`src/hdl/bdau_pkg.sv`:
```
// Package with constants, tables and types of the decimal ASCII unit.
package bdau_pkg;

  localparam int VALUE_W = 32;
  localparam int WIDE_W  = 36;
  localparam int DIGITS  = 10;
  localparam int DIGIT_W = 4;
  localparam int POS_W   = 4;
  localparam int CHAR_W  = 6;

  localparam logic [CHAR_W-1:0]  ASCII_ZERO = 6'd48;
  localparam logic [POS_W-1:0]   LAST_POS   = 4'd9;

  typedef logic [WIDE_W-1:0] wide_t;

  // Powers of ten, most significant digit first.
  localparam wide_t POW_TEN [DIGITS] = '{
    36'd1000000000, 36'd100000000, 36'd10000000, 36'd1000000, 36'd100000,
    36'd10000, 36'd1000, 36'd100, 36'd10, 36'd1
  };

  typedef logic [DIGITS-1:0][DIGIT_W-1:0] digit_vec_t;

  // One pipeline stage: remainder, digits found so far, first shown digit.
  typedef struct packed {
    logic [VALUE_W-1:0] rest;
    digit_vec_t         digits;
    logic [POS_W-1:0]   first;
    logic               started;
  } stage_t;

  // Converted number handed to the serializer.
  typedef struct packed {
    digit_vec_t       digits;
    logic [POS_W-1:0] first;
  } ser_load_t;

  // k times the power of ten at a digit position.
  function automatic wide_t mult_of(input int pos, input int k);
    mult_of = POW_TEN[pos] * WIDE_W'(k);
  endfunction

endpackage

```
`src/hdl/bdau_serializer.sv`:
```
// Character serializer: emits one converted number as a run of ASCII digits.
module bdau_serializer (
  input  logic                               clk,
  input  logic                               rst_n,
  input  logic                               load_valid,
  input  bdau_pkg::ser_load_t                load,
  output logic                               load_ready,
  output logic                               out_strobe,
  output logic [bdau_pkg::CHAR_W-1:0]        out_digit_char,
  output logic                               out_last_digit
);

  logic                               active_r, active_nxt;
  logic [bdau_pkg::POS_W-1:0]         pos_r, pos_nxt;
  bdau_pkg::digit_vec_t               digits_r, digits_nxt;
  logic                               take;

  // Free when idle or on the units digit of the current run.
  assign load_ready = !active_r || (pos_r == bdau_pkg::LAST_POS);
  assign take       = load_valid && load_ready;

  // Load a new run or advance to the next digit.
  always_comb begin
    active_nxt = active_r;
    pos_nxt    = pos_r;
    digits_nxt = digits_r;
    if (take) begin
      active_nxt = 1'b1;
      pos_nxt    = load.first;
      digits_nxt = load.digits;
    end else if (active_r) begin
      active_nxt = (pos_r != bdau_pkg::LAST_POS);
      pos_nxt    = pos_r + bdau_pkg::POS_W'(1);
    end
  end

  always_ff @(posedge clk) begin
    if (!rst_n) begin
      active_r <= 1'b0;
    end else begin
      active_r <= active_nxt;
    end
    pos_r    <= pos_nxt;
    digits_r <= digits_nxt;
  end

  // Drive one character beat per cycle.
  assign out_strobe     = active_r;
  assign out_digit_char = bdau_pkg::ASCII_ZERO + {2'b00, digits_r[pos_r]};
  assign out_last_digit = active_r && (pos_r == bdau_pkg::LAST_POS);

endmodule

```
`src/hdl/binary_to_decimal_ascii_unit.sv`:
```
// Top level: 32-bit binary to decimal ASCII converter.
// Pulse start with in_value while busy is low; the number enters a pipeline of eleven
// registers, ten of which each resolve one decimal digit (10^9 first) by comparing the
// remainder against the nine multiples of that power of ten. Once the beat is accepted and
// has passed these registers (later while the serializer still sends earlier runs), the
// serializer emits the digits, most significant first, one per cycle on out_strobe, without
// leading zeros; the units digit is always sent and carries out_last_digit. A run is 1 to 10
// beats and cannot be held off by the receiver. The serializer sets the sustained rate: it
// takes a new item only when idle or on the units digit of the current run, and the pipeline
// buffers up to eleven waiting items meanwhile; busy rises only when the first pipeline
// register cannot move on.
module binary_to_decimal_ascii_unit (
  input  logic                               clk,
  input  logic                               rst_n,
  input  logic                               start,
  output logic                               busy,
  input  logic [bdau_pkg::VALUE_W-1:0]       in_value,
  output logic                               out_strobe,
  output logic [bdau_pkg::CHAR_W-1:0]        out_digit_char,
  output logic                               out_last_digit
);

  localparam int NSTG = bdau_pkg::DIGITS + 1;

  bdau_pkg::stage_t     st_r   [NSTG];
  bdau_pkg::stage_t     st_nxt [NSTG];
  logic [NSTG-1:0]      v_r;
  logic [NSTG:0]        free;
  logic                 ser_ready;
  bdau_pkg::ser_load_t  ser_load;

  // Stall chain: a stage may load when it is empty or its item moves on.
  always_comb begin
    free[NSTG] = ser_ready;
    for (int i = NSTG - 1; i >= 0; i--) begin
      free[i] = !v_r[i] || free[i+1];
    end
  end

  assign busy = !free[0];

  // Capture the input beat.
  always_comb begin
    st_nxt[0].rest    = in_value;
    st_nxt[0].digits  = '0;
    st_nxt[0].first   = bdau_pkg::LAST_POS;
    st_nxt[0].started = 1'b0;
  end

  // Resolve one digit per stage.
  for (genvar g = 0; g < bdau_pkg::DIGITS; g++) begin : g_digit
    always_comb begin
      bdau_pkg::wide_t             wide;
      bdau_pkg::wide_t             sub;
      logic [bdau_pkg::DIGIT_W-1:0] dig;
      wide = {4'b0000, st_r[g].rest};
      sub  = '0;
      dig  = '0;
      for (int k = 1; k < 10; k++) begin
        if (wide >= bdau_pkg::mult_of(g, k)) begin
          dig = bdau_pkg::DIGIT_W'(k);
          sub = bdau_pkg::mult_of(g, k);
        end
      end
      st_nxt[g+1]           = st_r[g];
      st_nxt[g+1].rest      = st_r[g].rest - sub[bdau_pkg::VALUE_W-1:0];
      st_nxt[g+1].digits[g] = dig;
      if (!st_r[g].started && (dig != '0)) begin
        st_nxt[g+1].started = 1'b1;
        st_nxt[g+1].first   = bdau_pkg::POS_W'(g);
      end
    end
  end

  // Advance stages that are free; hold the rest.
  always_ff @(posedge clk) begin
    if (!rst_n) begin
      v_r <= '0;
    end else begin
      if (free[0]) begin
        v_r[0] <= start;
      end
      for (int i = 1; i < NSTG; i++) begin
        if (free[i]) begin
          v_r[i] <= v_r[i-1];
        end
      end
    end
    for (int i = 0; i < NSTG; i++) begin
      if (free[i]) begin
        st_r[i] <= st_nxt[i];
      end
    end
  end

  assign ser_load.digits = st_r[NSTG-1].digits;
  assign ser_load.first  = st_r[NSTG-1].first;

  bdau_serializer u_ser (
    .clk            (clk),
    .rst_n          (rst_n),
    .load_valid     (v_r[NSTG-1]),
    .load           (ser_load),
    .load_ready     (ser_ready),
    .out_strobe     (out_strobe),
    .out_digit_char (out_digit_char),
    .out_last_digit (out_last_digit)
  );

endmodule

```
`config.mk`:
```
export PLATFORM = sky130hd
export DESIGN_NAME = binary_to_decimal_ascii_unit
export DESIGN_NICKNAME = d
export VERILOG_FILES = /design/src/hdl/bdau_pkg.sv /design/src/hdl/bdau_serializer.sv /design/src/hdl/binary_to_decimal_ascii_unit.sv
export SDC_FILE = /design/constraint.sdc
export NUM_CORES = 1
export LEC_CHECK = 0
export ABC_AREA = 1
export CAP_MARGIN = 20
export CORE_MARGIN = 2
export CORE_UTILIZATION = 65
export DETAILED_ROUTE_END_ITERATION = 12
export DONT_BUFFER_PORTS = 1
export HOLD_SLACK_MARGIN = 0.06
export PLACE_DENSITY = 0.9
export SLEW_MARGIN = 40
export SYNTH_ARGS = -nofsm -noshare
export SYNTH_HDL_FRONTEND = slang
export SYNTH_SLANG_ARGS = --single-unit
```
`constraint.sdc`:
```
create_clock -name clk -period 6.6 [get_ports clk]
set_input_delay 1.32 -clock clk [delete_from_list [all_inputs] [get_ports clk]]
set_output_delay 1.32 -clock clk [all_outputs]
set_load 0.05 [all_outputs]
```
==> qor.txt, run 1 <==
cell row count = 84
post-synthesis sequential element count = 627
Ys Warns = 0
total core area = 0.0528 mm2
ranking of synthesized cells by area = edfxtp_1 (53%), nand2_1 (8.3%), inv_1 (5.2%)
postcts setup bufs = 0
Setup TNS = 0 ps
final instance area = 0.0378 mm2
fmax = 196 MHz
Critical Path Sink Type = output port
wire per inst = 18.9 um
post-place setup slack = 2260 ps
crit-path cells = inv_1 > ha_1 > nand3_4 > nand4_4 > nor2_4 > nand2_4 > nor2_8 > nand3_4 > nor2_8 > nand4_4 > inv_1 > buf_4
Final setup viols = 0
top post-synthesis cells by count = nand2_1 (767), edfxtp_1 (615), inv_1 (477)
Initial DRC Count = 3155
dpl cells = 4375
R2R cell count = 23
number of max-cap violations = 0
final core utilization = 0.716
vias in the first global route = 26600
I/O pins = 44
vias per cell = 6.04
initial antenna violation count = 1
Syn-to-layout area delta = 8.61%
fillers = 3518
status = finished, final reports clean
PnR worst setup slack = 1490 ps
Fin Clk Skew = 77.2 ps
R2R Setup Slk = 2200 ps
Worst-path clk slew = 70 ps
antenna-violating nets left = 0
worst path arrival time = 3790 ps
CP max stage cell = edfxtp_1
post-synthesis sequential area ratio = 0.538
cell depth of the worst setup path = 12
Top FF cell, synth = edfxtp_1
hold path start = st_r[5][48]
unrepaired setup endpoints after global routing = false
die area = 0.0553 mm2
largest family of logic cells by synthesized area = simple AND/OR/NAND/NOR gates
worst slew pin tran = 757 ps
Worst Path Buf+Inv = 3
FF/Latch Area = 0.0187 mm2
mux contribution to synthesized area = 0.000576
count leader, synth = nand2_1
Hold Path Depth = 0
Multi-input gate area = 0.0142 mm2
crit path time final = 5110 ps
IO Port Bufs = 0
DP HPWL = 59100 um
GP Congestion = 0.992
Avg Inst Size Synth = 9.42 um2
final max-slew violation count = 0
H-tree depth = 2
min-delay worst type = flop to flop
Nets = 3929
crit path max fanout = 34
delay-heaviest family, CP = simple AND/OR/NAND/NOR gates
Clock Sinks = 627
Initial Util = 0.659
# resized after CTS = 0
ratio of cells with drive above 1 in the final layout = 0.0655
Worst path max stage delay = 610 ps
XOR/XNOR Fraction of Synth Area = 0.0509
Simple-Gate Fraction of Synth Area = 0.212
Total GRT Usage = 0.303
Clock Tree Root = clkbuf_16
drt total wl = 84900 um
Post-synth EDFFs = 615
first-pass GRT wire length = 135000 um
DR DRC count = 0
top-area cell type share of the netlist area = 0.531
Worst Path Required = 5280 ps
CTS tree = done
power per cell area = 406 mW/mm2
worst r2r dst = st_r[7][72]
Netlist cell types = 68
asr flop ratio synth = 0
Peak VDD IR = 0.000320 V
Startpoint Class = flop
final hold violation count = 0
Post-CTS Hold Buffers = 0
Crit Path Class = flop to output port
width of the die = 235 um
Compound-Gate Fraction of Synth Area = 0.0887
area share of fa/ha/maj cells after synthesis = 0.0534
Clock Latency Late Sink = 680 ps
GRT overflow = 0
vias after detailed routing = 27100
Mapped Area = 0.0348 mm2
TritonCTS Buffers = 61
largest area contributor in the netlist = edfxtp_1
final std cells w/o fill = 4491
Mapped Cells = 3689
reg2reg start = st_r[6][64]
Clock Tree Buf Depth = 3
WHS Endpoint = st_r[6][48]
Rel. slew slack = 0.495
Die Span Y = 235 um
DRT Pass-1 Iters = 8
dpl cell area = 0.0357 mm2
fin crit share = 0.775
ANT cells = 0
largest net degree at the start of global routing = 74
Static Leakage = 15.5 nW
per-layer routing:
layer | track usage | vias to the layer above | part of all wire | wire length, um
li1 | - | 12700 | - | -
met1 | 0.360 | 12500 | 0.37 | 31800
met4 | 0.168 | 2 | 0.058 | 4950
met3 | 0.0507 | 418 | 0.074 | 6320
met2 | 0.528 | 1521 | 0.49 | 41800
met5 | 0 | - | 0.00015 | 13
state kept, by name, summed over array words and instances, names as in the netlist:
register,count
u_ser.out_strobe,1
u_ser.pos_r,4
v_r,11
st_r,572
u_ser.digits_r,39
stage by stage:
stage,hold slack (ps),power [mW]
floorplan,400,10.2
global placement,400,11.4
detailed placement,405,11.6
CTS,395,15.2
global route,391,16.2
finish,390,15.3
cell usage in the layout, fill, tap and decap left out, types with 9 or more instances in the layout:
| cell type | netlist | layout |
|---|---|---|
| nand2_1 | 767 | 765 |
| edfxtp_1 | 615 | 615 |
| inv_1 | 477 | 474 |
| nor2_1 | 448 | 446 |
| a21oi_1 | 212 | 212 |
| nand3_1 | 207 | 207 |
| o21ai_0 | 152 | 151 |
| xor2_1 | 141 | 141 |
| ha_1 | 134 | 134 |
| nor3_1 | 71 | 71 |
| xnor2_1 | 61 | 61 |
| clkbuf_16 | 0 | 61 |
| nand4_1 | 51 | 51 |
| nor4_1 | 32 | 32 |
| nor2_2 | 24 | 25 |
| a31oi_1 | 23 | 23 |
| clkinv_1 | 5 | 19 |
| nand3b_1 | 18 | 18 |
| a21oi_2 | 16 | 16 |
| clkinv_2 | 0 | 15 |
| inv_2 | 12 | 14 |
| or2_2 | 14 | 14 |
| o21ai_1 | 14 | 14 |
| nand2_2 | 13 | 13 |
| o211ai_1 | 12 | 12 |
| a21o_1 | 12 | 12 |
| o21bai_1 | 12 | 12 |
| dfxtp_1 | 12 | 12 |
| o21ai_2 | 8 | 9 |
| fa_1 | 9 | 9 |
power breakdown:
part / total (mW) / switching (mW) / leakage, nW / internal, mW
combinational: 5.18 / 3.43 / 8.03 / 1.75
clock: 3.53 / 1.58 / 0.985 / 1.95
sequential: 6.61 / 0.988 / 6.52 / 5.62
how the worst max path moves through the flow:
stage,startpoint,endpoint,slack (ps)
2_1_floorplan,u_ser.out_strobe,busy,1040
6_report,u_ser.pos_r[1],busy,1490
5_1_grt,u_ser.pos_r[1],busy,1280
3_3_place_gp,u_ser.pos_r[0],busy,2510
4_1_cts,u_ser.pos_r[0],busy,1450
3_5_place_dp,u_ser.pos_r[0],busy,2260
logic make-up (layout without fill, tap and decap cells):
kind of cell / after synthesis / in the layout
DFF: 627 / 627
AOI/OAI and AO/OA: 519 / 519
adders and majority gates: 143 / 143
muxes: 2 / 2
other: 1 / 2
buffers and inverters: 508 / 621
and+or+nand+nor: 1687 / 1687
xor gates and xnor gates: 202 / 202
layout make-up:
cell class              instances  area share
flip-flops and latches        627       0.495
clock buffers                  68      0.0411
inverters                     495      0.0493
well taps                     688      0.0228
repair buffers                 11     0.00331
multi-input cells            2555       0.375
clock inverters                47      0.0126
worst register-to-register path, delay by kind of cell, from the launching register on:
| family | cells | cell delay, ps |
|---|---|---|
| adder cells (fa/ha/maj) | 2 | 670 |
| AO/OA/AOI/OAI | 2 | 450 |
| AND/OR/NAND/NOR | 19 | 2600 |
| flip-flops | 1 | 430 |
(Power assumes the default switching activity.)
==> run 2, diff against run 1 <==
- CORE_UTILIZATION: 65 -> 58
- PLACE_DENSITY: 0.9 -> 0.85
- clock period: 6.6 -> 4.5 ns (I/O delays scaled with it)
==> run 2 against run 1 <==
  * Clock power up 46%
  * Sequential share of layout area down 0.22 points
  * Cell count up 2.1%
  * Core utilization down 7.4 points
  * Combinational power up 45%
  * Worst hold slack worse by 9.9 ps
  * Setup slack worse by 1200 ps
  * Critical path type is now flop to flop
  * Highest routed layer is now met4
==> qor.txt, run 2 (synthesis results as in run 1) <==
wire length on met3 = 5330 um
unrepaired setup endpoints after global routing = false
cell row count = 89
worst path arrival time = 4560 ps
Worst Path Required = 4850 ps
Post-Route M1 WL = 31600 um
power per cell area = 588 mW/mm2
fmax = 238 MHz
DP HPWL = 57800 um
Rel. slew slack = 0.492
Initial Util = 0.588
final std cells w/o fill = 4584
FF/Latch Area = 0.0187 mm2
antenna-violating nets left = 0
Fin Clk Skew = 18.7 ps
dpl cells = 4466
Seq pwr share = 0.431
number of max-cap violations = 0
Die Span Y = 249 um
final instance area = 0.0379 mm2
final max-slew violation count = 0
H-tree depth = 3
DR DRC count = 0
Clock Tree Root = clkbuf_16
first-pass GRT wire length = 125000 um
Critical Path Sink Type = flop
final hold violation count = 0
width of the die = 249 um
vias in the first global route = 24900
GRT overflow = 0
ANT cells = 0
crit path max fanout = 4
highest layer used for signal routing = met4
Peak VDD IR = 0.000345 V
IO Port Bufs = 0
Nets = 3943
vias after detailed routing = 25900
fillers = 4466
vias per cell = 5.65
die area = 0.0619 mm2
Multi-input gate area = 0.0142 mm2
min-delay worst type = primary input to flop
logic gate share of total power = 0.337
worst slew pin tran = 761 ps
dpl cell area = 0.0358 mm2
Clock Latency Late Sink = 610 ps
number of flip-flops in the largest register = 572
largest registers = st_r x572, u_ser.digits_r x39, v_r x11
Clock Tree Buf Depth = 3
I/O pins = 44
Crit Path Class = flop to flop
Worst-path clk slew = 60 ps
Biggest register = st_r
fin crit share = 0.935
total core area = 0.0591 mm2
CP Launch Point = st_r[6][65]
Clock Sinks = 627
Final setup viols = 0
largest net degree at the start of global routing = 74
reg2reg start = st_r[6][65]
Syn-to-layout area delta = 9.09%
CTS tree = done
crit path time final = 4210 ps
TritonCTS Buffers = 66
Sw Pwr = 8.54 mW
wire per inst = 16.9 um
commonest non-fill, non-tap cells in the layout = nand2_1 (764), edfxtp_1 (615), inv_1 (473)
Clk network pwr share = 0.231
Initial DRC Count = 2372
ratio of cells with drive above 1 in the final layout = 0.0669
Setup TNS = 0 ps
drt total wl = 77400 um
GP Congestion = 0.964
initial antenna violation count = 0
DRT Pass-1 Iters = 6
hold path start = in_value[7]
Static Leakage = 15.6 nW
status = finished, final reports clean
Int Pwr = 13.8 mW
most common cell after layout, fill and taps aside = nand2_1
Total GRT Usage = 0.249
Startpoint Class = flop
met2 routed WL = 37300 um
sw frac = 0.383
run 2: repair_timing:
item	4_1_cts	5_1_grt
hold buffers	0	0
resized for setup	0	3
setup endpoints to repair	0	4
buffers inserted	0	3
run 2: final cells by class:
class,instances,area share
Timing Repair Buffer,20,0.00439
Inverter,495,0.0492
Sequential cell,627,0.493
Tap cell,773,0.0255
Clock buffer,85,0.0457
Multi-Input combinational cell,2555,0.374
Clock inverter,29,0.00802
run 2: per-stage QoR:
step                      setup WS (ps)  hold WS (ps)  total power, mW  utilization
after floorplan                    -426           400             14.9            -
after global placement              408           400             16.9        0.606
after detailed placement            354           405             17.0        0.606
after CTS                          36.8           349             22.2        0.640
after global routing               27.1           348             23.7        0.641
final                               292           380             22.3        0.641
run 2: worst paths after layout:
kind            endpoint  slack [ps]  depth (start not counted)
max          st_r[7][72]         290                         23
min          st_r[0][52]         380                          0
max reg2reg  st_r[7][72]         290                         23
min reg2reg  st_r[1][53]         410                          0
run 2: per-layer routing:
| metal | up-vias | GRT usage |
|---|---|---|
| met5 | - | 0 |
| met4 | 0 | 0.101 |
| met3 | 205 | 0.0417 |
| met2 | 1092 | 0.428 |
| met1 | 11900 | 0.315 |
| li1 | 12700 | - |
run 2: power by group through the flow:
stage | Combinational (mW) | Sequential [mW] | Clock [mW]
finish | 7.52 | 9.62 | 5.16
global route | 8.46 | 9.77 | 5.46
CTS | 7.40 | 9.58 | 5.24
detailed placement | 7.31 | 9.68 | 0
global placement | 7.23 | 9.63 | 0
floorplan | 5.73 | 9.17 | 0
run 2: critical path: stages, from the launching register on:
cell and delay [ps]:
edfxtp_1 430, nor2_1 180, nand3_1 150, nor2_1 160
nand2_1 130, nor2_2 180, nand2_1 120, nor2_1 250
nand2_1 110, nand3_1 110, nand2_1 60, nand2_1 90
nor2_1 60, ha_1 220, fa_1 410, nand3b_1 210
nor3_1 230, nor2_1 100, o21ai_1 280, a21oi_2 160
nand3_1 150, nor2_1 60, nand2_1 50, nand2_1 40
